==> config.mk <==
export PLATFORM = sky130hd
export DESIGN_NAME = ecefgeo_front
export DESIGN_NICKNAME = d
export VERILOG_FILES = /design/src/design/ecefgeo_pkg.sv /design/src/design/ecefgeo_front.sv
export SDC_FILE = /design/constraint.sdc
export NUM_CORES = 1
export LEC_CHECK = 0
export BUFFER_PORTS_ARGS = -buffer_cell sky130_fd_sc_hd__buf_2
export CAP_MARGIN = 20
export CORE_ASPECT_RATIO = 0.6
export CORE_MARGIN = 5
export CORE_UTILIZATION = 45
export DETAILED_ROUTE_END_ITERATION = 6
export PLACE_DENSITY = 0.81
export SLEW_MARGIN = 25
export SYNTH_ARGS = -nofsm -noshare
export SYNTH_HDL_FRONTEND = slang
export SYNTH_SLANG_ARGS = --single-unit
==> constraint.sdc <==
create_clock -name clk -period 21.9 [get_ports clk]
set_input_delay 1.095 -clock clk [delete_from_list [all_inputs] [get_ports clk]]
set_output_delay 1.095 -clock clk [all_outputs]
set_load 0.05 [all_outputs]
==> src/design/ecefgeo_pkg.sv <==
package ecefgeo_pkg;

  // Field widths
  localparam int PosW     = 35;
  localparam int FracBits = 16;
  localparam int QW       = PosW + FracBits;
  localparam int AxisW    = 33;
  localparam int E2W      = 32;
  localparam int TolW     = 16;
  localparam int IterW    = 5;
  localparam int AngOutW  = 32;
  localparam int MaxIter  = 16;

  // Internal datapath widths
  localparam int CordW     = 60;
  localparam int AngW      = 34;
  localparam int CordSteps = 30;
  localparam int StepW     = 5;
  localparam int DzW       = 57;
  localparam int MagW      = 57;
  localparam int PW        = 52;
  localparam int SinW      = 31;
  localparam int NW        = 54;

  // Request queue between front and back
  localparam int QDepth = 2;
  localparam int QPtrW  = $clog2(QDepth);

  localparam logic [E2W-1:0]         InvGain     = 32'd2608131496;
  localparam logic signed [AngW-1:0] QuarterTurn = 34'sd1073741824;

  // Configuration register indexes
  localparam logic [1:0] CfgAxis = 2'd0;
  localparam logic [1:0] CfgEcc  = 2'd1;
  localparam logic [1:0] CfgTol  = 2'd2;
  localparam logic [1:0] CfgIter = 2'd3;

  typedef struct packed {
    logic signed [QW-1:0] x;
    logic signed [QW-1:0] y;
    logic signed [QW-1:0] z;
    logic [PosW-1:0]      z_abs;
    logic                 z_neg;
    logic [IterW-1:0]     limit;
  } job_t;

  typedef struct packed {
    logic [AxisW-1:0] axis;
    logic [E2W-1:0]   e2;
    logic [TolW-1:0]  tol;
    logic [IterW-1:0] iter;
  } cfg_t;

  typedef struct packed {
    logic                    go;
    logic signed [CordW-1:0] x;
    logic signed [CordW-1:0] y;
  } cord_req_t;

  typedef struct packed {
    logic                    done;
    logic                    zero;
    logic signed [AngW-1:0]  ang;
    logic signed [CordW-1:0] x;
  } cord_rsp_t;

  // Arctangent of 2^-i in units of 2^-32 turn
  function automatic logic signed [AngW-1:0] atan_turn(input logic [StepW-1:0] idx);
    logic [31:0] v;
    case (idx)
      5'd0:  v = 32'h20000000;
      5'd1:  v = 32'h12E4051E;
      5'd2:  v = 32'h09FB385B;
      5'd3:  v = 32'h051111D4;
      5'd4:  v = 32'h028B0D43;
      5'd5:  v = 32'h0145D7E1;
      5'd6:  v = 32'h00A2F61E;
      5'd7:  v = 32'h00517C55;
      5'd8:  v = 32'h0028BE53;
      5'd9:  v = 32'h00145F2F;
      5'd10: v = 32'h000A2F98;
      5'd11: v = 32'h000517CC;
      5'd12: v = 32'h00028BE6;
      5'd13: v = 32'h000145F3;
      5'd14: v = 32'h0000A2F9;
      5'd15: v = 32'h0000517C;
      5'd16: v = 32'h000028BE;
      5'd17: v = 32'h0000145F;
      5'd18: v = 32'h00000A2F;
      5'd19: v = 32'h00000517;
      5'd20: v = 32'h0000028B;
      5'd21: v = 32'h00000145;
      5'd22: v = 32'h000000A2;
      5'd23: v = 32'h00000051;
      5'd24: v = 32'h00000028;
      5'd25: v = 32'h00000014;
      5'd26: v = 32'h0000000A;
      5'd27: v = 32'h00000005;
      5'd28: v = 32'h00000002;
      5'd29: v = 32'h00000001;
      default: v = 32'h00000000;
    endcase
    return signed'(AngW'(v));
  endfunction

endpackage

==> src/design/ecefgeo_front.sv <==
module ecefgeo_front (
  input  logic                                     clk,
  input  logic                                     rst_n,
  input  logic                                     in_push,
  output logic                                     in_full,
  input  logic signed [ecefgeo_pkg::PosW-1:0]      in_pos_x,
  input  logic signed [ecefgeo_pkg::PosW-1:0]      in_pos_y,
  input  logic signed [ecefgeo_pkg::PosW-1:0]      in_pos_z,
  input  logic [ecefgeo_pkg::IterW-1:0]            max_iter,
  output logic                                     q_push,
  input  logic                                     q_full,
  output ecefgeo_pkg::job_t                        q_job
);

  logic              valid_r;
  ecefgeo_pkg::job_t job_r;
  ecefgeo_pkg::job_t job_nxt;
  logic              take;

  assign in_full = valid_r && q_full;
  assign take    = in_push && !in_full;
  assign q_push  = valid_r;
  assign q_job   = job_r;

  // Scale to Q16, split z into sign and magnitude, clamp the iteration limit
  always_comb begin
    job_nxt.x     = {in_pos_x, {ecefgeo_pkg::FracBits{1'b0}}};
    job_nxt.y     = {in_pos_y, {ecefgeo_pkg::FracBits{1'b0}}};
    job_nxt.z     = {in_pos_z, {ecefgeo_pkg::FracBits{1'b0}}};
    job_nxt.z_neg = in_pos_z[ecefgeo_pkg::PosW-1];
    job_nxt.z_abs = job_nxt.z_neg ? ecefgeo_pkg::PosW'(-in_pos_z)
                                  : ecefgeo_pkg::PosW'(in_pos_z);
    if (max_iter == '0) begin
      job_nxt.limit = ecefgeo_pkg::IterW'(1);
    end else if (max_iter > ecefgeo_pkg::IterW'(ecefgeo_pkg::MaxIter)) begin
      job_nxt.limit = ecefgeo_pkg::IterW'(ecefgeo_pkg::MaxIter);
    end else begin
      job_nxt.limit = max_iter;
    end
  end

  // Hold one classified request until the queue takes it
  always_ff @(posedge clk) begin
    if (!rst_n) begin
      valid_r <= 1'b0;
    end else begin
      if (take) begin
        valid_r <= 1'b1;
      end else if (valid_r && !q_full) begin
        valid_r <= 1'b0;
      end
    end
    if (take) begin
      job_r <= job_nxt;
    end
  end

endmodule

==> metrics.md <==
| Metric | Value |
|---|---|
| Post-Syn Area | between 5000 and 6000 um2 |
| Tcrit/Tclk final | ~14% |
| Post-synth EDFFs | between 100 and 150 |
| Share of cells above drive strength 1 | between 50% and 60% |
| Fin worst setup slack | between 15 and 20 ns |
| # hold bufs at CTS | 0 |
| Post-synthesis cell type count | 36 |
| Die X | around 150 um |
| Worst EP arrival | a little over 3 ns |
| Vias | around 3600 |
| Nets | 710 |
| Post-CTS sizing | 0 |
| Grt met1 use | roughly a fifth |
| GRT busiest layer | met2 |
| Outcome | complete, no violations |
| WL per Instance | roughly 18 um |
| Synth cell count leaders | 144 x edfxtp_1, 50 x buf_4, 31 x xnor2_1 |
| Post-DRT Antenna Nets | 0 |
| Post-synth top area share | 76.7% |
| Synth-to-Final Area Change | 33.3% |
| Count of final max-slew check failures | 0 |
| Largest cells by area after synthesis | edfxtp_1 77%, buf_4 6.7%, xnor2_1 4.8% |
| Crit path capture type | register |
| DRC | 0 |
| Endpoints failing setup | 0 |
| Die height | approximately 97 um |
| Max_slew headroom | 37.6% |
| CTS Buffer Depth | 2 |
| Worst slew pin tran | roughly 0.94 ns |
| Antenna violations before repair | 1 |
| Worst r2r src | q_push |
| Synth warnings | 0 |
| Synth async-reset ratio | 0% |
| Reg2Reg Depth | 4 |
| Place WS | 18.42 ns |
| Number of setup buffers added after CTS | 0 |
| Worst hold path type | reg2reg |
| Largest net degree at the start of global routing | a little under 80 |
| Largest area contributor in the netlist | edfxtp_1 |
| H-tree Lvls | 4 |
| Clk sinks | 145 |
| GPL Wtd Cong | just over 0.9 |
| Met2 Use GR | between 30 and 40% |
| RSZ-0062 raised after global routing | no |
| Top-count cell post-synth | edfxtp_1 |
| Cell count after synthesis | 320 |
| CTS tree | yes |
| Crit-path max FO | 78 |
| Via density | 4.62 |
| Hold Slack | 0.690 ns |
| Cell Pwr Density | ~98 nW/um2 |
| Top-Level Pins | 310 |
| Layout Skew | between 0.009 and 0.01 ns |
| Dpl hpwl | 10.7 mm |
| Setup TNS | 0 ns |
| End point of the critical path | q_job[78] |
| Clk slew on worst S/H paths | around 0.070 ns |
| Post-Route WL | about 14 mm |
| Seq cells post-synth | between 100 and 150 |
| GRT Residual Overflow | 0 |
| First-pass GRT wire length | between 20 and 25 mm |
| Maximum vdd ir drop | 0.0000563 V |
| Register-to-register setup slack | slightly below 20 ns |
| Total Routing Usage GR | between 10% and 20% |
| Crit Path Class | in2reg |
| Core area | 12100 um2 |
| Synth Area per Inst | around 18 um2 |
| Sequential share of the synthesized area | 77.1% |
| Filler cell count in the final layout | roughly 950 |
| Final Util | between 60% and 70% |
| DRT Pass-1 Iters | 4 |
| # port buffers | 261 |
| Crit path time final | between 3 and 4 ns |
| DR iter-0 viols | 180 |
| Die Footprint | roughly 15000 um2 |
| RR Endpoint | q_job[78] |
| Crit path launch | q_full |
| Ys flop type | edfxtp_1 |
| CTS Buf Count | 17 |
| Initial Util | between 40% and 50% |
| Leak pwr | about 3.1 nW |
| CP required | 21.93 ns |
| Rows | 31 |
| Total power | about 0.74 mW |
| Hold Vio Cnt, Final | 0 |
| Ant. Diodes | 0 |
| Crit path launch type | primary input |
| Worst skew pair latency | just over 0.4 ns |
| Root Driver | clkbuf_16 |
| Peak Freq | between 0.3 and 0.4 GHz |
| Grt met3 use | 6.82% |
| Vias in the first global route | around 3800 |
| Max_cap viols | 0 |
[cells by family after synthesis]
group           synth area share (%)
simple gates                    5.37
fa+ha+maj                      0.666
compound gates                  4.22
xor+xnor                        4.97
flops                           77.1
buf+inv                         7.59
other cells                   0.0666
[flip-flops by register name, indices dropped and copies added (netlist names)]
name and count:
q_job 144, q_push 1
[power by group]
group | switching [mW] | internal, mW | leakage [nW] | total (mW)
logic | 0.106 | 0.0251 | 1.46 | 0.131
registers | 0.00441 | 0.327 | 1.40 | 0.332
clock network | 0.124 | 0.151 | 0.270 | 0.275
total | 0.235 | 0.503 | 3.13 | 0.738
[metrics by stage]
stage / area (um2) / instances
after floorplan: 5810 / 367
after global placement: 6940 / 739
after detailed placement: 6940 / 739
after CTS: 7510 / 771
after global routing: 7510 / 771
final: 7510 / 771
[worst max-delay path: stages]
cell	delay [ns]
buf_2	0.09
and2_1	0.19
nor2b_4	0.11
buf_4	0.64
buf_4	0.85
[final cells by class]
cell class                      count  area (um2)  area share [%]
Clock buffer                       17         425            5.66
Tap cell                          165         206            2.75
Timing Repair Buffer              263        1320            17.6
Sequential cell                   145        4340            57.8
Clock inverter                     15         143            1.90
Inverter                            7        26.3           0.350
Multi-Input combinational cell    159        1050            13.9
[how the worst min path moves through the flow]
stage            from  endpoint  slack [ns]  depth (start not counted)
6_report       q_push    q_push        0.69                          2
3_5_place_dp   q_push    q_push        0.67                          2
3_3_place_gp   q_push    q_push        0.65                          2
4_1_cts        q_push    q_push        0.69                          2
2_1_floorplan  q_push    q_push        1.15                          2
5_1_grt        q_push    q_push        0.71                          2
[placed cells by master (no fill, tap or decap), types with 2 or more instances in the layout]
cell type   count
buf_2         261
edfxtp_1      144
conb_1         48
xnor2_1        31
clkbuf_16      17
o41ai_1        11
nand2_1        10
o31ai_1         8
inv_1           7
nor2_1          7
o21ai_0         7
inv_8           5
and2_1          4
or4_1           4
nor4_1          4
nor4_4          3
ha_1            3
inv_6           3
clkinvlp_4      3
or2_2           2
nand2b_1        2
clkinv_4        2
buf_4           2
[routing by layer]
layer / vias to the layer above / share of wire (%) / routed length [um]
met5: - / 0.092 / 13
met4: 2 / 0.88 / 124
met3: 14 / 9.5 / 1340
met2: 175 / 51 / 7250
met1: 1709 / 38 / 5350
li1: 1664 / - / -
Note: power is estimated with default switching activity, not from simulation.
