===== config.mk =====
export PLATFORM = sky130hd
export DESIGN_NAME = ecefgeo_cfg
export DESIGN_NICKNAME = d
export VERILOG_FILES = /design/src/design/ecefgeo_pkg.sv /design/src/design/ecefgeo_top_dummy_never.sv
export SDC_FILE = /design/constraint.sdc
export NUM_CORES = 1
export LEC_CHECK = 0
export ABC_AREA = 1
export BUFFER_PORTS_ARGS = -buffer_cell sky130_fd_sc_hd__buf_2
export CAP_MARGIN = 10
export CELL_PAD_IN_SITES_DETAIL_PLACEMENT = 1
export CELL_PAD_IN_SITES_GLOBAL_PLACEMENT = 2
export CORE_MARGIN = 2
export CORE_UTILIZATION = 23
export CTS_CLUSTER_DIAMETER = 200
export CTS_CLUSTER_SIZE = 30
export DETAILED_ROUTE_END_ITERATION = 6
export PLACE_DENSITY_LB_ADDON = 0.1
export SLEW_MARGIN = 40
export SYNTH_ARGS = -nofsm -noshare
export SYNTH_HDL_FRONTEND = slang
export SYNTH_SLANG_ARGS = --single-unit

===== constraint.sdc =====
create_clock -name clk -period 0.95 [get_ports clk]
set_input_delay 0.1425 -clock clk [delete_from_list [all_inputs] [get_ports clk]]
set_output_delay 0.1425 -clock clk [all_outputs]
set_load 0.01 [all_outputs]

===== src/design/ecefgeo_pkg.sv =====
package ecefgeo_pkg;

  // Field widths
  localparam int PosW     = 35;
  localparam int FracBits = 16;
  localparam int QW       = PosW + FracBits;
  localparam int AxisW    = 33;
  localparam int E2W      = 32;
  localparam int TolW     = 16;
  localparam int IterW    = 5;
  localparam int AngOutW  = 32;
  localparam int MaxIter  = 16;

  // Internal datapath widths
  localparam int CordW     = 60;
  localparam int AngW      = 34;
  localparam int CordSteps = 30;
  localparam int StepW     = 5;
  localparam int DzW       = 57;
  localparam int MagW      = 57;
  localparam int PW        = 52;
  localparam int SinW      = 31;
  localparam int NW        = 54;

  // Request queue between front and back
  localparam int QDepth = 2;
  localparam int QPtrW  = $clog2(QDepth);

  localparam logic [E2W-1:0]         InvGain     = 32'd2608131496;
  localparam logic signed [AngW-1:0] QuarterTurn = 34'sd1073741824;

  // Configuration register indexes
  localparam logic [1:0] CfgAxis = 2'd0;
  localparam logic [1:0] CfgEcc  = 2'd1;
  localparam logic [1:0] CfgTol  = 2'd2;
  localparam logic [1:0] CfgIter = 2'd3;

  typedef struct packed {
    logic signed [QW-1:0] x;
    logic signed [QW-1:0] y;
    logic signed [QW-1:0] z;
    logic [PosW-1:0]      z_abs;
    logic                 z_neg;
    logic [IterW-1:0]     limit;
  } job_t;

  typedef struct packed {
    logic [AxisW-1:0] axis;
    logic [E2W-1:0]   e2;
    logic [TolW-1:0]  tol;
    logic [IterW-1:0] iter;
  } cfg_t;

  typedef struct packed {
    logic                    go;
    logic signed [CordW-1:0] x;
    logic signed [CordW-1:0] y;
  } cord_req_t;

  typedef struct packed {
    logic                    done;
    logic                    zero;
    logic signed [AngW-1:0]  ang;
    logic signed [CordW-1:0] x;
  } cord_rsp_t;

  // Arctangent of 2^-i in units of 2^-32 turn
  function automatic logic signed [AngW-1:0] atan_turn(input logic [StepW-1:0] idx);
    logic [31:0] v;
    case (idx)
      5'd0:  v = 32'h20000000;
      5'd1:  v = 32'h12E4051E;
      5'd2:  v = 32'h09FB385B;
      5'd3:  v = 32'h051111D4;
      5'd4:  v = 32'h028B0D43;
      5'd5:  v = 32'h0145D7E1;
      5'd6:  v = 32'h00A2F61E;
      5'd7:  v = 32'h00517C55;
      5'd8:  v = 32'h0028BE53;
      5'd9:  v = 32'h00145F2F;
      5'd10: v = 32'h000A2F98;
      5'd11: v = 32'h000517CC;
      5'd12: v = 32'h00028BE6;
      5'd13: v = 32'h000145F3;
      5'd14: v = 32'h0000A2F9;
      5'd15: v = 32'h0000517C;
      5'd16: v = 32'h000028BE;
      5'd17: v = 32'h0000145F;
      5'd18: v = 32'h00000A2F;
      5'd19: v = 32'h00000517;
      5'd20: v = 32'h0000028B;
      5'd21: v = 32'h00000145;
      5'd22: v = 32'h000000A2;
      5'd23: v = 32'h00000051;
      5'd24: v = 32'h00000028;
      5'd25: v = 32'h00000014;
      5'd26: v = 32'h0000000A;
      5'd27: v = 32'h00000005;
      5'd28: v = 32'h00000002;
      5'd29: v = 32'h00000001;
      default: v = 32'h00000000;
    endcase
    return signed'(AngW'(v));
  endfunction

endpackage


===== src/design/ecefgeo_top_dummy_never.sv =====
module ecefgeo_cfg (
  input  logic                               clk,
  input  logic                               rst_n,
  input  logic                               cfg_valid,
  output logic                               cfg_ready,
  input  logic [1:0]                         cfg_index,
  input  logic [ecefgeo_pkg::AxisW-1:0]      cfg_data,
  output ecefgeo_pkg::cfg_t                  cfg
);

  logic [ecefgeo_pkg::AxisW-1:0] axis_r;
  logic [ecefgeo_pkg::E2W-1:0]   e2_r;
  logic [ecefgeo_pkg::TolW-1:0]  tol_r;
  logic [ecefgeo_pkg::IterW-1:0] iter_r;

  assign cfg_ready = 1'b1;
  assign cfg.axis  = axis_r;
  assign cfg.e2    = e2_r;
  assign cfg.tol   = tol_r;
  assign cfg.iter  = iter_r;

  // Write one register per request
  always_ff @(posedge clk) begin
    if (!rst_n) begin
      axis_r <= 33'd6378137000;
      e2_r   <= 32'd28752115;
      tol_r  <= 16'd1;
      iter_r <= 5'd16;
    end else if (cfg_valid && cfg_ready) begin
      case (cfg_index)
        ecefgeo_pkg::CfgAxis: axis_r <= cfg_data;
        ecefgeo_pkg::CfgEcc:  e2_r   <= cfg_data[ecefgeo_pkg::E2W-1:0];
        ecefgeo_pkg::CfgTol:  tol_r  <= cfg_data[ecefgeo_pkg::TolW-1:0];
        ecefgeo_pkg::CfgIter: iter_r <= cfg_data[ecefgeo_pkg::IterW-1:0];
        default: ;
      endcase
    end
  end

endmodule


==> results.json, run 1 <==
{
  "drc": 0,
  "start_util_pct": 23.6,
  "timing.fmax_ghz": 1.05,
  "hold_violations": 0,
  "gp_congestion": 0.719,
  "wl_per_cell_um": 14.7,
  "die_h_um": 126,
  "cts_tree": "built",
  "peakVddDrop_mv": 1.16,
  "clkTransAtPathRegs_ns": 0.06,
  "synth-seq-cells": 86,
  "crit_required_ns": 0.81,
  "fp.dieArea_um2": 16000,
  "ys.warnings.count": 0,
  "first_pass_iters": 4,
  "fin_cells": 810,
  "yosysSeqAreaShare_pct": 50.0,
  "fin_skew_ns": 0,
  "die-width_um": 126,
  "clock_latency_ns": 0.35,
  "fin_nets": 659,
  "use_met1_pct": 19.0,
  "p_total_w": 0.00918,
  "grt_pass1_wl_um": 19400,
  "path_delay_family": "flip-flops",
  "crit_fanout": 2,
  "grt_busiest_layer": "met2",
  "synthesis.instances": 492,
  "grt_pass1_vias": 3700,
  "fin_ws_ns": -0.00127,
  "antenna_cells": 0,
  "cts_root_buffer": "clkbuf_16",
  "setup-violations-final": 1,
  "vias": 3487,
  "fin_crit_sh_pct": 100,
  "fin_crit_ns": 0.951,
  "hp-class": "input pin to flip-flop",
  "cts_sinks": 86,
  "ctsHtreeMaxLevel": 3,
  "area_growth_pct": 56.5,
  "pwr_density_cell_nw_per_um2": 1700,
  "overflow": 0,
  "critPathMaxStageDelay_ns": 0.36,
  "rsz0062_at_grt": "true",
  "core_area_um2": 14600,
  "drt-initial-drc-count": 145,
  "grtUsageMet2_pct": 25.8,
  "drive_gt1_share_pct": 41.1,
  "slowest_stage": "dfxtp_2",
  "drt_wl_total_um": 11900,
  "postCtsHoldBufs": 0,
  "clk_path_buf_depth": 2,
  "crit_chain": "buf_6",
  "crit_path_end_kind": "primary output",
  "gr-usage-all-layers_pct": 15.5,
  "synth.avg_cell_area_um2": 7.00,
  "violations": "negative setup slack",
  "io_pins": 125,
  "maxCapViolations": 0,
  "crit_type": "flip-flop to primary output",
  "avgViaCountPerCell": 4.30,
  "cts_buffers": 9,
  "critPathArrivalTime_ns": 0.81,
  "crit_path_start_kind": "flip-flop",
  "met3_usage_pct": 5.74,
  "num_rows": 44,
  "p_leak_nw": 2.72,
  "dp_cells": 784,
  "io_buffer_count": 123,
  "synth_area_um2": 3440,
  "ys_types": 16,
  "status": "complete, but fails checks",
  "syn_nets": 530,
  "slew_viol_final": 0,
  "grt_max_degree": 37,
  "cp_num_buf_inv": 1,
  "place_hpwl_um": 8450,
  "antenna_found_initial": 0,
  "ant_nets": 0
}
-- final cells by class --
type                       instances  area, um^2
clock buffer                      13         250
clock inverter                     3        67.6
fill                            1774        9200
inverter                          54         203
multi-input combinational        318        1340
sequential                        86        1830
tap                              184         230
timing repair buffer             152        1470
-- timing repair --
action,4_1_cts,5_1_grt
setup buffers,5,5
endpoints found under the setup margin,86,85
resized for setup,175,1
-- cells in the final DEF, fill, tap and decap left out --
| cell | netlist | layout |
|---|---|---|
| inv_1 | 54 | 54 |
| buf_4 | 8 | 21 |
| nand4_1 | 2 | 2 |
| nand2_1 | 138 | 138 |
| clkbuf_1 | 7 | 3 |
| buf_12 | 0 | 8 |
| buf_6 | 0 | 86 |
| nand2_2 | 1 | 1 |
| nand3_1 | 67 | 67 |
| clkbuf_8 | 0 | 1 |
| clkbuf_16 | 0 | 9 |
| nor2_1 | 87 | 87 |
| nor2_4 | 2 | 2 |
| clkinvlp_4 | 0 | 1 |
| nand3_2 | 3 | 3 |
| conb_1 | 1 | 1 |
| buf_2 | 17 | 37 |
| a21oi_1 | 17 | 17 |
| bufinv_16 | 0 | 2 |
| dfxtp_2 | 0 | 86 |
-- report_power, final --
group | internal (W) | switching (W) | total (W)
clock | 0.00238 | 0.00148 | 0.00386
sequential | 0.00384 | 0.000140 | 0.00398
combinational | 0.000663 | 0.000681 | 0.00134
total | 0.00688 | 0.00230 | 0.00918
-- cell usage after synthesis --
master	instances	area share [%]
nor2_1	87	9.5
nand3_1	67	9.7
clkbuf_2	1	0.15
buf_1	1	0.11
clkbuf_1	7	0.76
nand2_2	1	0.18
conb_1	1	0.11
nand3_2	3	0.87
buf_2	17	2.5
nand2_1	138	15
nor2_4	2	0.65
a21oi_1	17	2.5
buf_4	8	1.7
inv_1	54	5.9
dfxtp_1	86	50
nand4_1	2	0.36
-- metrics by stage --
stage	setup slack [ns]	utilization (%)	setup TNS [ns]	cell area (um^2)	hold slack (ns)
CTS	-0.0371	36.7	-0.274	5350	0.00540
floorplan	-0.00691	-	-0.108	3450	0.256
finish	-0.00127	37.0	-0.00127	5390	0.0203
detailed placement	-0.105	29.8	-3.36	4350	0.378
global placement	-0.101	29.8	-2.38	4350	0.374
global route	-0.0463	37.0	-1.24	5390	0.0243
-- cell families (layout without fill, tap and decap cells) --
family	Yosys count	after routing	share of synthesized area (%)
compound gates	17	17	2.47
other cells	1	1	0.109
flops	86	86	50.0
buf+inv	88	222	11.1
simple gates	300	300	36.3
-- path summary, 6_finish.rpt --
check,start,endpoint,slack (ns),cells past startpoint
min reg2reg,axis_r[3],axis_r[3],0.46,2
max,axis_r[25],cfg[78],-0.001,1
max reg2reg,e2_r[3],e2_r[3],0.20,5
min,cfg_data[23],e2_r[23],0.02,3
-- tightest hold or removal path, stage by stage --
cell     delay (ns)
buf_2          0.09
nand2_1        0.05
nand3_1        0.05
-- registers in the layout (all words and copies together), names as in the netlist --
register	count
axis_r	33
e2_r	32
tol_r	16
iter_r	5
-- routing by layer --
layer	part of all wire, %	up-vias
met4	1.1	0
met2	48	88
met5	0	-
li1	-	1744
met1	45	1641
met3	6.2	14
Power figures use the tool's default switching activity.
==> inputs of run 2 (changes only) <==
--- a/config.mk
+++ b/config.mk
@@ -15,6 +15,7 @@
 export CTS_CLUSTER_DIAMETER = 200
 export CTS_CLUSTER_SIZE = 30
 export DETAILED_ROUTE_END_ITERATION = 6
+export MAX_ROUTING_LAYER = met4
 export PLACE_DENSITY_LB_ADDON = 0.1
 export SLEW_MARGIN = 40
 export SYNTH_ARGS = -nofsm -noshare
==> results.json, run 2 (synthesized netlist as in run 1, its figures left out) <==
{
  "io_buffer_count": 123,
  "crit_path_end_kind": "primary output",
  "critPathMaxStageDelay_ns": 0.36,
  "dpl_cell_area_um2": 4350,
  "overflow": 0,
  "start_util_pct": 23.6,
  "clk_path_buf_depth": 2,
  "io_pins": 125,
  "path_delay_family": "flip-flops",
  "peakVddDrop_mv": 1.16,
  "grt_pass1_wl_um": 19300,
  "drive_gt1_share_pct": 41.1,
  "slew_viol_final": 0,
  "critPathArrivalTime_ns": 0.81,
  "gr-usage-all-layers_pct": 16.0,
  "fin_crit_sh_pct": 100,
  "slowest_stage": "dfxtp_2",
  "fin_nets": 659,
  "grt_pass1_vias": 3701,
  "ctsHtreeMaxLevel": 3,
  "crit_fanout": 2,
  "crit_chain": "buf_6",
  "grt_max_degree": 37,
  "drt_wl_total_um": 11900,
  "clock_latency_ns": 0.35,
  "fin_skew_ns": 0,
  "timing.hold.ws_ns": 0.0204,
  "num_rows": 44,
  "utilization_pct": 37.0,
  "fillers": 1774,
  "layout_commonest_cell": "nand2_1",
  "die-width_um": 126,
  "fin_crit_ns": 0.950,
  "cp_num_buf_inv": 1,
  "fin_cells": 810,
  "cts_sinks": 86,
  "place_hpwl_um": 8450,
  "p_leak_nw": 2.72,
  "vias": 3481,
  "fp.dieArea_um2": 16000,
  "first_pass_iters": 4,
  "die_h_um": 126,
  "rsz0062_at_grt": "true",
  "detailedPlace.worstSlack_ns": -0.105,
  "clkTransAtPathRegs_ns": 0.06,
  "pwr_density_cell_nw_per_um2": 1710,
  "design_area_um2": 5390,
  "area_growth_pct": 56.5,
  "wl_per_cell_um": 14.7,
  "timing.fmax_ghz": 1.05,
  "crit_path_start_kind": "flip-flop",
  "cts_root_buffer": "clkbuf_16",
  "fin_ws_ns": -0.000149,
  "cts_tree": "built",
  "status": "complete, but fails checks",
  "avgViaCountPerCell": 4.30,
  "dp_cells": 784,
  "antenna_found_initial": 0,
  "drc": 0,
  "gp_congestion": 0.728,
  "cts_buffers": 9,
  "mostFrequentLayoutCells": "nand2_1 (138), nor2_1 (87), dfxtp_2 (86), buf_6 (86), nand3_1 (67)",
  "crit_required_ns": 0.81,
  "crit_type": "flip-flop to primary output",
  "hold_violations": 0,
  "ant_nets": 0,
  "hp-class": "input pin to flip-flop",
  "largest_register_ffs": 33,
  "antenna_cells": 0,
  "setup-violations-final": 1,
  "maxCapViolations": 0,
  "violations": "negative setup slack",
  "core_area_um2": 14600,
  "largest_register": "axis_r",
  "postCtsHoldBufs": 0,
  "drt-initial-drc-count": 134,
  "reg_top3": "axis_r (33), e2_r (32), tol_r (16)"
}
-- run 2: cell counts in the layout (fill, tap and decap cells not counted) --
Identical to the previous run, type by type.
-- run 2: final timing paths --
| kind | depth (start not counted) | from | slack, ns | to |
|---|---|---|---|---|
| worst max-delay path | 1 | axis_r[25] | -0.0001 | cfg[78] |
| worst min-delay path | 3 | cfg_data[23] | 0.02 | e2_r[23] |
| worst max register to register | 5 | e2_r[3] | 0.20 | e2_r[3] |
| worst min register to register | 2 | axis_r[3] | 0.46 | axis_r[3] |
-- run 2: what timing repair did --
item / in CTS / in global routing
cloned: 0 / 0
gates resized for setup: 175 / 1
setup endpoints to repair: 86 / 84
setup buffers: 5 / 5
-- run 2: layout make-up --
type / instances / area (um^2) / area share, %
Clock buffer: 13 / 250 / 4.64
Sequential cell: 86 / 1830 / 33.9
Timing Repair Buffer: 152 / 1470 / 27.3
Tap cell: 184 / 230 / 4.27
Inverter: 54 / 203 / 3.76
Clock inverter: 3 / 67.6 / 1.25
Multi-Input combinational cell: 318 / 1340 / 24.9
-- run 2: stage by stage --
| step | power (W) | TNS, ns |
|---|---|---|
| 2_1_floorplan | 0.00456 | -0.108 |
| 3_3_place_gp | 0.00508 | -2.38 |
| 3_5_place_dp | 0.00511 | -3.36 |
| 4_1_cts | 0.00936 | -0.274 |
| 5_1_grt | 0.00969 | -1.24 |
| 6_report | 0.00919 | -0.000149 |
-- run 2: per-layer routing --
metal  wire, um  track usage [%]
met5          0                -
met4        115             4.07
met3        687             5.36
met2       5690             25.8
met1       5400             19.2
-- run 2: power by group --
group | switching [W] | internal [W]
registers | 0.000140 | 0.00384
clock network | 0.00149 | 0.00238
logic | 0.000680 | 0.000663
