### src/design/ecefgeo_pkg.sv
package ecefgeo_pkg;

  // Field widths
  localparam int PosW     = 35;
  localparam int FracBits = 16;
  localparam int QW       = PosW + FracBits;
  localparam int AxisW    = 33;
  localparam int E2W      = 32;
  localparam int TolW     = 16;
  localparam int IterW    = 5;
  localparam int AngOutW  = 32;
  localparam int MaxIter  = 16;

  // Internal datapath widths
  localparam int CordW     = 60;
  localparam int AngW      = 34;
  localparam int CordSteps = 30;
  localparam int StepW     = 5;
  localparam int DzW       = 57;
  localparam int MagW      = 57;
  localparam int PW        = 52;
  localparam int SinW      = 31;
  localparam int NW        = 54;

  // Request queue between front and back
  localparam int QDepth = 2;
  localparam int QPtrW  = $clog2(QDepth);

  localparam logic [E2W-1:0]         InvGain     = 32'd2608131496;
  localparam logic signed [AngW-1:0] QuarterTurn = 34'sd1073741824;

  // Configuration register indexes
  localparam logic [1:0] CfgAxis = 2'd0;
  localparam logic [1:0] CfgEcc  = 2'd1;
  localparam logic [1:0] CfgTol  = 2'd2;
  localparam logic [1:0] CfgIter = 2'd3;

  typedef struct packed {
    logic signed [QW-1:0] x;
    logic signed [QW-1:0] y;
    logic signed [QW-1:0] z;
    logic [PosW-1:0]      z_abs;
    logic                 z_neg;
    logic [IterW-1:0]     limit;
  } job_t;

  typedef struct packed {
    logic [AxisW-1:0] axis;
    logic [E2W-1:0]   e2;
    logic [TolW-1:0]  tol;
    logic [IterW-1:0] iter;
  } cfg_t;

  typedef struct packed {
    logic                    go;
    logic signed [CordW-1:0] x;
    logic signed [CordW-1:0] y;
  } cord_req_t;

  typedef struct packed {
    logic                    done;
    logic                    zero;
    logic signed [AngW-1:0]  ang;
    logic signed [CordW-1:0] x;
  } cord_rsp_t;

  // Arctangent of 2^-i in units of 2^-32 turn
  function automatic logic signed [AngW-1:0] atan_turn(input logic [StepW-1:0] idx);
    logic [31:0] v;
    case (idx)
      5'd0:  v = 32'h20000000;
      5'd1:  v = 32'h12E4051E;
      5'd2:  v = 32'h09FB385B;
      5'd3:  v = 32'h051111D4;
      5'd4:  v = 32'h028B0D43;
      5'd5:  v = 32'h0145D7E1;
      5'd6:  v = 32'h00A2F61E;
      5'd7:  v = 32'h00517C55;
      5'd8:  v = 32'h0028BE53;
      5'd9:  v = 32'h00145F2F;
      5'd10: v = 32'h000A2F98;
      5'd11: v = 32'h000517CC;
      5'd12: v = 32'h00028BE6;
      5'd13: v = 32'h000145F3;
      5'd14: v = 32'h0000A2F9;
      5'd15: v = 32'h0000517C;
      5'd16: v = 32'h000028BE;
      5'd17: v = 32'h0000145F;
      5'd18: v = 32'h00000A2F;
      5'd19: v = 32'h00000517;
      5'd20: v = 32'h0000028B;
      5'd21: v = 32'h00000145;
      5'd22: v = 32'h000000A2;
      5'd23: v = 32'h00000051;
      5'd24: v = 32'h00000028;
      5'd25: v = 32'h00000014;
      5'd26: v = 32'h0000000A;
      5'd27: v = 32'h00000005;
      5'd28: v = 32'h00000002;
      5'd29: v = 32'h00000001;
      default: v = 32'h00000000;
    endcase
    return signed'(AngW'(v));
  endfunction

endpackage

### src/design/ecefgeo_fifo.sv
module ecefgeo_fifo (
  input  logic              clk,
  input  logic              rst_n,
  input  logic              push,
  output logic              full,
  input  ecefgeo_pkg::job_t push_job,
  input  logic              pop,
  output logic              valid,
  output ecefgeo_pkg::job_t pop_job
);

  ecefgeo_pkg::job_t                 mem_r [ecefgeo_pkg::QDepth];
  logic [ecefgeo_pkg::QPtrW-1:0]     wr_r;
  logic [ecefgeo_pkg::QPtrW-1:0]     rd_r;
  logic [ecefgeo_pkg::QPtrW:0]       cnt_r;
  logic                              wr_en;
  logic                              rd_en;

  assign full    = cnt_r == (ecefgeo_pkg::QPtrW + 1)'(ecefgeo_pkg::QDepth);
  assign valid   = cnt_r != '0;
  assign pop_job = mem_r[rd_r];
  assign wr_en   = push && !full;
  assign rd_en   = pop && valid;

  // Advance pointers and count
  always_ff @(posedge clk) begin
    if (!rst_n) begin
      wr_r  <= '0;
      rd_r  <= '0;
      cnt_r <= '0;
    end else begin
      if (wr_en) begin
        wr_r <= wr_r + 1'b1;
      end
      if (rd_en) begin
        rd_r <= rd_r + 1'b1;
      end
      if (wr_en && !rd_en) begin
        cnt_r <= cnt_r + 1'b1;
      end else if (rd_en && !wr_en) begin
        cnt_r <= cnt_r - 1'b1;
      end
    end
    if (wr_en) begin
      mem_r[wr_r] <= push_job;
    end
  end

endmodule

### config.mk
export PLATFORM = sky130hd
export DESIGN_NAME = ecefgeo_fifo
export DESIGN_NICKNAME = d
export VERILOG_FILES = /design/src/design/ecefgeo_pkg.sv /design/src/design/ecefgeo_fifo.sv
export SDC_FILE = /design/constraint.sdc
export NUM_CORES = 1
export LEC_CHECK = 0
export BUFFER_PORTS_ARGS = -buffer_cell sky130_fd_sc_hd__buf_2
export CAP_MARGIN = 40
export CORE_UTILIZATION = 30
export CTS_BUF_LIST = sky130_fd_sc_hd__clkbuf_4
export DETAILED_ROUTE_END_ITERATION = 16
export PLACE_DENSITY = 0.54
export SLEW_MARGIN = 15
export SYNTH_ARGS = -nofsm -noshare
export SYNTH_HDL_FRONTEND = slang
export SYNTH_SLANG_ARGS = --single-unit
### constraint.sdc
create_clock -name clk -period 31.7 [get_ports clk]
set_clock_uncertainty 0.2 [all_clocks]
set_input_delay 6.34 -clock clk [delete_from_list [all_inputs] [get_ports clk]]
set_output_delay 6.34 -clock clk [all_outputs]
set_load 0.01 [all_outputs]
==> run metrics, run 1 <==
final setup vio count 0; final setup TNS 0 ns; setup slack, reg-to-reg a little under 30 ns; first-pass GRT wire length 46.14 mm; Post-Place Cell Area 17690 um^2; Worst Path Max Fanout 47; Fmax achieved 99.06 MHz; Pwr per Cell Area 79.82 nW/um^2; hold endpoint cnt_r[1]$_SDFFE_PN0P_; Finished Cell Area around 19000 um^2; Final Hold Fails 0; clock transition at the registers of the reported paths 0.06 ns; GR Overflow Total 0; hold depth 2; DR pass1 iterations 6; hpwl dp 21.72 mm; library cells used by synthesis 23; Worst setup EP type output port; number of placed instances, taps included 1679; syn avg cell area 23.70 um^2; pre-CTS setup slack approximately 22 ns; footprint of the multi-input gates around 2900 um^2; gr usage total approximately an eighth; synthesized area 14910 um^2; Final Wtd Congestion 0.7215; Area contributors post-synth edfxtp_1 78%, mux2_4 16%, mux2_2 2.6%; # fillers 4658; Least-Margin Pin Slew 0.8104 ns; Layout Cells excl Fill 1867; PnR worst setup slack around 22 ns; final WL 31.74 mm; #FFs+latches synth 393; area leader, netlist edfxtp_1; Slew Viols, Final 0; Setup Fix Bufs, Post-CTS 0; crit share post-route 31.85%; min-delay src cnt_r[1]$_SDFFE_PN0P_; CTS max path bufs 3; DIE HEIGHT approximately 220 um; Max VDD drop between 0.00004 and 0.00005 V; yosys warns 0; max cap viols 0; Critical Path RT 25.16 ns; starting DRC count in detailed routing 297; initial core utilization 30.45%; outcome finished, final reports clean; worst reg-to-reg path cell count 5; top cell type's share of synthesized area 78.17%; routed vias between 7000 and 8000; reg2reg end mem_r[1][12]$_DFFE_PP_; vias per cell 4.132; CP Class flop to output port; Syn Nets 828; initial antenna violation count 6; Slew Limit Headroom approximately 46%; largest net degree at the start of global routing 58; Worst Hold Class flop to flop; Die X 224.9 um; WL/cell between 15 and 20 um; critical path launch point type flop; ratio of cells with drive above 1 in the final layout approximately 65%; critical path arrival between 3 and 4 ns; Post-DRT Antenna Nets 0; vias in the first global route 8197; Seq/Total Area, Yosys 78.84%; CTS tree yes; # IOs slightly below 400; unrepaired setup endpoints after global routing false; Inserted Clock Buffers around 110; # H-tree levels 3; port bufs 393; Clock Latency Late Sink 0.83 ns; # nets final 1322; minimum clock period between 10 and 15 ns; Root Buffer clkbuf_4; Area Growth Syn to Fin 27.99%; die footprint 50580 um^2; Mapped Cells ~630; std cell rows 81; register area 11760 um^2; CTS resizes 0; clock sink count a little under 400; RR Startpoint cnt_r[0]$_SDFFE_PN0P_; DRC viols 0; Hold-fix buffers, CTS 0; Leakage between 0.007 and 0.008 uW; core box area 48950 um^2
==> cell families (layout without fill, tap and decap cells) <==
family / after synthesis / count (layout) / synth area share [%]
buf+inv: 24 / 596 / 1.612
fa+ha+maj: 1 / 1 / 0.08393
compound gates: 5 / 5 / 0.2182
flops: 393 / 393 / 78.84
other cells: 0 / 2 / 0
simple gates: 9 / 9 / 0.3862
xor+xnor: 3 / 3 / 0.1763
mux: 194 / 194 / 18.69
==> per-layer routing <==
| layer | vias to the layer above | global-route usage [%] | share of wire [%] |
|---|---|---|---|
| li1 | 3579 | - | - |
| met1 | 3724 | 13.15 | 38 |
| met2 | 328 | 20.48 | 49 |
| met3 | 75 | 5.698 | 10 |
| met4 | 8 | 6.342 | 2.7 |
| met5 | - | 0 | 0.18 |
==> cell usage after synthesis <==
library cell and instances:
a21boi_0 1, a21boi_1 1, and2_1 3, and3_1 1
buf_2 3, buf_6 18, buf_8 1, dfxtp_1 5
edfxtp_1 388, ha_1 1, inv_1 2, mux2_2 34
mux2_4 160, nand2b_1 1, nor2_1 1, nor3_2 1
o21a_1 1, o21ai_0 1, o21ai_1 1, or2_2 1
or3_1 1, xnor2_1 2, xor2_1 1
==> cell usage in the layout, fill, tap and decap left out, types with 2 or more instances in the layout <==
cell,n
buf_16,4
clkinvlp_4,2
mux2_2,34
edfxtp_1,388
inv_2,2
mux2_4,160
diode_2,2
bufinv_16,3
xnor2_1,2
clkinv_1,16
clkinv_2,6
buf_4,10
dfxtp_1,4
clkbuf_4,156
buf_2,393
and2_1,3
inv_1,2
==> how the worst max path moves through the flow <==
stage                            end  slack [ns]  depth (start not counted)
3_5_place_dp            pop_job[107]       22.34                          5
4_1_cts                 pop_job[107]       21.37                          5
2_1_floorplan  mem_r[0][0]$_DFFE_PP_       16.93                          2
3_3_place_gp            pop_job[107]       22.16                          4
6_report                pop_job[107]       21.60                          5
5_1_grt                 pop_job[107]       21.30                          5
==> through the flow <==
stage / hold WS, ns / power [uW] / util, %
final: 0.3367 / 1523 / 38.97
after global placement: 0.3018 / 1085 / 35.87
after CTS: 0.3378 / 1558 / 38.96
after detailed placement: 0.3264 / 1095 / 36.14
after floorplan: 0.2785 / 971.7 / -
after global routing: 0.3980 / 1606 / 38.97
==> power breakdown <==
group	switching [uW]	internal, uW	total (uW)
logic	192	202	394
clock network	201	249	450
registers	26.6	653	680
total	419	1100	1520
==> cell type report <==
type	count	share of cell area (%)
multi-input combinational	212	15.33
antenna	2	0.02623
inverter	2	0.03935
sequential	393	61.61
timing repair buffer	408	11.39
clock buffer	156	6.138
tap	664	4.355
clock inverter	30	1.108
==> registers in the layout (all words and copies together) (netlist names), named ones only <==
name and cells:
cnt_r 2, wr_r 1, mem_r 388, rd_r 1
==> worst max-delay path, cell delays in order, from the launching register on <==
cell,delay [ns]
dfxtp_4,0.82
buf_4,0.69
buf_4,0.33
buf_16,0.30
mux2_4,0.34
buf_2,0.14
Note: power is estimated with default switching activity, not from simulation.
==> run 2, diff against run 1 <==
--- a/config.mk
+++ b/config.mk
@@ -5,6 +5,7 @@
 export SDC_FILE = /design/constraint.sdc
 export NUM_CORES = 1
 export LEC_CHECK = 0
+export ABC_AREA = 1
 export BUFFER_PORTS_ARGS = -buffer_cell sky130_fd_sc_hd__buf_2
 export CAP_MARGIN = 40
 export CORE_UTILIZATION = 30
==> constraint.sdc (replaced) <==
create_clock -name clk -period 10.3 [get_ports clk]
set_clock_uncertainty 0.2 [all_clocks]
set_input_delay 2.06 -clock clk [delete_from_list [all_inputs] [get_ports clk]]
set_output_delay 2.06 -clock clk [all_outputs]
set_load 0.01 [all_outputs]
==> run 2 against run 1 <==
  * Wire length is 1.8% lower
  * Final area is 0.50% lower
  * Setup slack worse by 17 ns
  * Critical path depth stayed put
  * Register-to-register slack worse by 22 ns
  * Clock power grew to 2.9 times the previous value
  * Power grew to 2.9 times the previous value
  * Combinational power grew to 2.8 times the previous value
  * Die area hardly changed
==> run metrics, run 2 <==
outcome finished, final reports clean; Mapped Cells 641 (+1.9%); std cell rows 81 (unchanged); unrepaired setup endpoints after global routing false; Area contributors post-synth edfxtp_1 78%, mux2_4 16%, mux2_2 2.6%; starting DRC count in detailed routing 324 (+9.1%); top-count cell post-synth edfxtp_1; Worst setup EP type output port; Area Growth Syn to Fin 27.31%; Post-DRT Antenna Nets 0 (unchanged); DRC viols 0 (unchanged); yosys warns 0 (unchanged); Least-Margin Pin Slew 0.9126 ns (+0.1022 ns); Die X 224.9 um (about the same); die footprint 50600 um^2 (about the same); DIE HEIGHT 224.9 um (about the same); Pwr per Cell Area 235.8 nW/um^2 (+200%); CP Class flop to output port; Seq/Total Area, Yosys 78.81% (about the same); synth cell count leaders 388 x edfxtp_1, 160 x mux2_4, 34 x mux2_2; ratio of cells with drive above 1 in the final layout 63.53% (-1.1 points); # nets final 1328 (+0.45%); synthesized area 14910 um^2 (about the same); # fillers 4647 (-0.24%); Slew Viols, Final 0 (unchanged); critical path arrival 3.06 ns (-0.50 ns); library cells used by synthesis 16 (-30%); critical path launch point type flop; Clock Latency Late Sink 0.80 ns (-0.03 ns); Root Buffer clkbuf_4; Slew Limit Headroom 39.16% (-6.8 points); top cell type's share of synthesized area 78.14% (about the same); most frequent cells in the layout 393 x buf_2, 388 x edfxtp_1, 160 x mux2_4, 151 x clkbuf_4, 34 x mux2_2; Largest regs mem_r (388), cnt_r (2); crit share post-route 51.64%; Biggest register mem_r; initial antenna violation count 9 (+3); wire length on met3 2.883 mm (-11%); leading cell type in the layout, fill and taps excluded buf_2; DR pass1 iterations 4 (-2); Leakage 0.007450 uW (-0.33%); vias per cell 4.113 (-0.44%); Fmax achieved 188.0 MHz; Inserted Clock Buffers 103 (-2.8%); minimum clock period 5.319 ns; # H-tree levels 3 (unchanged); Critical Path RT 8.04 ns (-17.12 ns); Hold-fix buffers, CTS 0 (unchanged); max reg flops 388 (unchanged); Final Wtd Congestion 0.7119 (-1.3%); CTS tree yes; core box area 48950 um^2 (unchanged); area leader, netlist edfxtp_1; initial core utilization 30.46% (about the same); GR Overflow Total 0 (unchanged); Layout Cells excl Fill 1868 (+0.054%); largest net degree at the start of global routing 128 (+120%); Post-Place Cell Area 17680 um^2 (about the same); Worst Path Max Fanout 39 (-17%); max cap viols 0 (unchanged); final WL 31.16 mm (-1.8%); Worst Hold Class flop to flop; CTS resizes 0 (unchanged); Max VDD drop 0.0001310 V (+180%); Top FF cell, synth edfxtp_1; power consumption 4476 uW (+190%); # IOs 394 (unchanged); Syn Nets 840 (+1.4%); port bufs 393 (unchanged); met1 WL 12.64 mm (+5.9%); DR WL met2 14.84 mm (-5.2%); ys async rst share 0% (unchanged); syn avg cell area 23.26 um^2 (-1.8%); gr usage total 12.15% (-0.20 points); Final Hold Fails 0 (unchanged); WL/cell 16.68 um (-1.9%); DR top layer met5; first-pass GRT wire length 45.75 mm (-0.85%); Setup Fix Bufs, Post-CTS 0 (unchanged); clock transition at the registers of the reported paths 0.07 ns (about the same); hpwl dp 20.62 mm (-5.1%); CTS max path bufs 3 (unchanged); vias in the first global route 7989 (-2.5%); Post-synth EDFFs 388 (unchanged); number of placed instances, taps included 1687 (+0.48%); final setup vio count 0 (unchanged); clock sink count 393 (unchanged); #FFs+latches synth 393 (unchanged); routed vias 7684 (-0.39%); Finished Cell Area 18980 um^2 (-0.50%)
## run 2: changes by cell type after synthesis, moves of 2 or more
cell	previous run	this run
o21ai_0	1	3
inv_1	2	8
nand2_1	0	7
xnor2_1	2	0
nor2_1	1	9
and2_1	3	0
## run 2: layer usage
layer  global-route usage [%]  vias to the layer above
li1                         -                     3598
met4                    6.122                       12
met3                    5.398                       67
met5                        0                        -
met1                    14.23                     3702
met2                    18.85                      305
## run 2: critical path: stages, from the launching register on
cell and delay [ns]:
dfxtp_4 0.65, buf_16 0.30, buf_4 0.40, buf_16 0.32
mux2_4 0.34, buf_2 0.14
## run 2: final cells by class
| cell class | instances | area [um^2] | share of cell area [%] |
|---|---|---|---|
| repair buffers | 405 | 2182 | 11.49 |
| diodes | 3 | 7.507 | 0.03955 |
| clock buffers | 151 | 1134 | 5.972 |
| well taps | 664 | 830.8 | 4.376 |
| multi-input cells | 218 | 2912 | 15.34 |
| inverters | 8 | 30.03 | 0.1582 |
| flip-flops and latches | 393 | 11760 | 61.92 |
| clock inverters | 26 | 132.6 | 0.6987 |
## run 2: through the flow
stage	setup TNS (ns)	worst slack [ns]	util, %	hold slack [ns]
3_5_place_dp	0	5.690	36.12	0.3030
4_1_cts	0	4.752	38.71	0.3185
2_1_floorplan	-353.06	-0.9099	-	0.2669
5_1_grt	0	4.718	38.77	0.3630
3_3_place_gp	0	5.294	35.90	0.2761
6_report	0	4.981	38.78	0.3091
## run 2: final timing paths
path	slack [ns]	start	end	cells past startpoint
worst min register to register	0.31	rd_r$_SDFFE_PN0P_	rd_r$_SDFFE_PN0P_	2
worst min-delay path	0.31	rd_r$_SDFFE_PN0P_	rd_r$_SDFFE_PN0P_	2
worst max-delay path	4.98	flop	pop_job[156]	5
worst max register to register	7.25	cnt_r[0]$_SDFFE_PN0P_	mem_r[1][65]$_DFFE_PP_	5
## run 2: cell families (layout without fill, tap and decap cells)
| kind of cell | after synthesis | after routing | share of synthesized area, % |
|---|---|---|---|
| AO/OA/AOI/OAI | 5 | 5 | 0.1846 |
| adder cells (fa/ha/maj) | 1 | 1 | 0.08390 |
| buffers and inverters | 30 | 590 | 1.762 |
| flip-flops | 393 | 393 | 78.81 |
| multiplexers | 194 | 194 | 18.68 |
| other | 0 | 3 | 0 |
| AND/OR/NAND/NOR | 18 | 18 | 0.4783 |
## run 2: where the power goes
group          leakage, uW  internal, uW  switching (uW)
Clock             0.000770           691             604
Sequential         0.00366          2020            67.7
Combinational      0.00302           542             548
Total              0.00745          3260            1220
==> run 3, diff against run 2 <==
--- a/config.mk
+++ b/config.mk
@@ -11,7 +11,7 @@
 export CORE_UTILIZATION = 30
 export CTS_BUF_LIST = sky130_fd_sc_hd__clkbuf_4
 export DETAILED_ROUTE_END_ITERATION = 16
-export PLACE_DENSITY = 0.54
+export PLACE_DENSITY = 0.56
 export SLEW_MARGIN = 15
 export SYNTH_ARGS = -nofsm -noshare
 export SYNTH_HDL_FRONTEND = slang
==> constraint.sdc (replaced) <==
create_clock -name clk -period 4.4 [get_ports clk]
set_clock_uncertainty 0.2 [all_clocks]
set_input_delay 0.88 -clock clk [delete_from_list [all_inputs] [get_ports clk]]
set_output_delay 0.88 -clock clk [all_outputs]
set_load 0.01 [all_outputs]
==> run 3 against run 2 <==
  * Core utilization rose by 4.1 points
  * Non-clock buffer count rose by 202
  * Clock power rose by 140%
  * Wire length rose by 4.2%
  * First-iteration DRC count rose by 1.2%
  * Largest cell class unchanged
  * Highest routed layer unchanged
==> run metrics, run 3 (synthesis results as in run 2) <==
setup slack, reg-to-reg 2.13 ns (-5.12 ns); std cell rows 81 (unchanged); initial antenna violation count 5 (-4); Area Growth Syn to Fin 40.78%; clock transition at the registers of the reported paths 0.06 ns (about the same); max reg flops 388 (unchanged); # H-tree levels 3 (unchanged); DRC viols 0 (unchanged); Max VDD drop 0.0003451 V (+160%); Final Hold Fails 0 (unchanged); Worst Hold Class input port to flop; largest net degree at the start of global routing 104 (-19%); register area 11760 um^2 (unchanged); final WL 32.46 mm (+4.2%); number of placed instances, taps included 1695 (+0.47%); clock share of power 28.6% (-0.3 points); CTS tree yes; Pwr per Cell Area 509.3 nW/um^2 (+120%); most frequent cells in the layout 393 x buf_2, 388 x edfxtp_1, 194 x dlygate4sd3_1, 160 x mux2_4, 156 x clkbuf_4; WP buf/inv 3 (-1); Worst setup EP type output port; footprint of the multi-input gates 2923 um^2 (+0.39%); routed vias 8465 (+10%); Slew Viols, Final 0 (unchanged); final setup vio count 0 (unchanged); core box area 48950 um^2 (unchanged); first-pass GRT wire length 47.97 mm (+4.9%); Root Buffer clkbuf_4; # fillers 4414 (-5.0%); Biggest register mem_r; Critical Path RT 3.32 ns (-4.72 ns); GR Layer Usage met1 13.70% (-0.52 points); initial core utilization 30.46% (unchanged); critical path arrival 2.52 ns (-0.54 ns); Layout Cells excl Fill 2071 (+11%); Worst Path Max Fanout 27 (-31%); Fmax achieved between 200 and 300 MHz; sequential share of power 45.6% (-1.1 points); max cap viols 0 (unchanged); ratio of cells with drive above 1 in the final layout 55.25% (-8.3 points); outcome finished, final reports clean; Worst path slowest cell dfxtp_4; CP peak stage delay 0.56 ns (-0.09 ns); Inserted Clock Buffers 103 (unchanged); starting DRC count in detailed routing 328 (+1.2%); Post-DRT Antenna Nets 0 (unchanged); unrepaired setup endpoints after global routing false; Setup Fix Bufs, Post-CTS 0 (unchanged); crit share post-route 81.71%; cell internal pwr 7782 uW (+140%); power consumption 10690 uW (+140%); gr busiest metal met2; WL/cell 15.67 um (-6.0%); # IOs 394 (unchanged); switching share of power 27.21% (-0.035 points); Largest regs mem_r (388), cnt_r (2); vias per cell 4.087 (-0.63%); vias in the first global route 8990 (+13%); CP Class flop to output port; met2 Usage GRT 20.69% (+1.8 points); Leakage 0.008279 uW (+11%); port bufs 393 (unchanged); final setup TNS 0 ns (unchanged); hpwl dp 20.21 mm (-2.0%); CP delay by family, top buffers and inverters; DR pass1 iterations 4 (unchanged); die footprint 50600 um^2 (unchanged); # nets final 1530 (+15%); Cell Chain, Critical Path buf_12 > buf_4 > mux2_2 > buf_2; Die X 224.9 um (unchanged); combinational power share 25.8% (+1.4 points); CTS max path bufs 3 (unchanged); clock sink count 393 (unchanged); met3 usage 5.619% (+0.22 points); Slew Limit Headroom 52.53% (+13 points); Psw 2909 uW (+140%); DIE HEIGHT 224.9 um (unchanged); gr usage total 12.47% (+0.33 points); Clock Latency Late Sink 0.79 ns (about the same); Final Wtd Congestion 0.7372 (+3.6%); Least-Margin Pin Slew 0.7104 ns (-0.2022 ns); critical path launch point type flop; leading cell type in the layout, fill and taps excluded buf_2; GR Overflow Total 0 (unchanged); minimum clock period approximately 3.6 ns
[run 3: cell types whose count changed in the layout (fill, tap and decap cells not counted), sizes merged, moves of 3 or more]
cell / change
clkinv: -11
buf: +8
dlygate4sd3: +194
clkbuf: +5
diode: +5
clkinvlp: +3
[run 3: timing repair]
action	CTS	global route
resized for setup	0	0
endpoints found under the setup margin	0	0
hold buffers	194	0
endpoints found under the hold margin	388	0
[run 3: final cells by class]
class	instances	area share (%)
clock buffer	156	5.579
antenna	8	0.09537
inverter	8	0.1431
multi-input combinational	218	13.92
timing repair buffer	607	19.81
tap	664	3.958
sequential	393	56.00
clock inverter	17	0.4888
[run 3: metrics by stage]
stage          hold WS (ns)  utilization [%]  cell area (um^2)  setup WS (ns)
2_1_floorplan        0.2669                -             14940       -0.05574
3_3_place_gp         0.2819            36.23             17740          1.452
3_5_place_dp         0.2901            36.23             17740          1.404
4_1_cts            0.006850            42.80             20950         0.4564
5_1_grt             0.01740            42.88             20990         0.5691
6_report             0.1458            42.88             20990         0.8048
[run 3: final timing paths]
check                        startpoint                      end  cells after the start
setup / recovery                   flop             pop_job[176]                      4
hold reg to reg       rd_r$_SDFFE_PN0P_                     flop                      2
hold / removal                    rst_n    cnt_r[1]$_SDFFE_PN0P_                      3
setup reg to reg  cnt_r[1]$_SDFFE_PN0P_  mem_r[1][104]$_DFFE_PP_                      4
[run 3: routing by layer]
metal  vias to the layer above  share of wire [%]
li1                       3989                  -
met1                      4106                 40
met2                       297                 50
met3                        69                8.0
met4                         4                2.0
met5                         -              0.092
[run 3: worst register-to-register path, stage by stage, from the launching register on]
cell     delay (ns)
dfxtp_1        0.33
inv_1          0.15
o21ai_4        0.10
nor2_4         0.56
buf_12         0.38
[run 3: power groups by stage]
stage	logic, uW	clock network [uW]	registers, uW
6_report	2750	3060	4880
5_1_grt	2960	3390	4920
4_1_cts	2760	3210	4930
3_5_place_dp	2610	0	5010
3_3_place_gp	2600	0	4980
2_1_floorplan	1740	0	4950
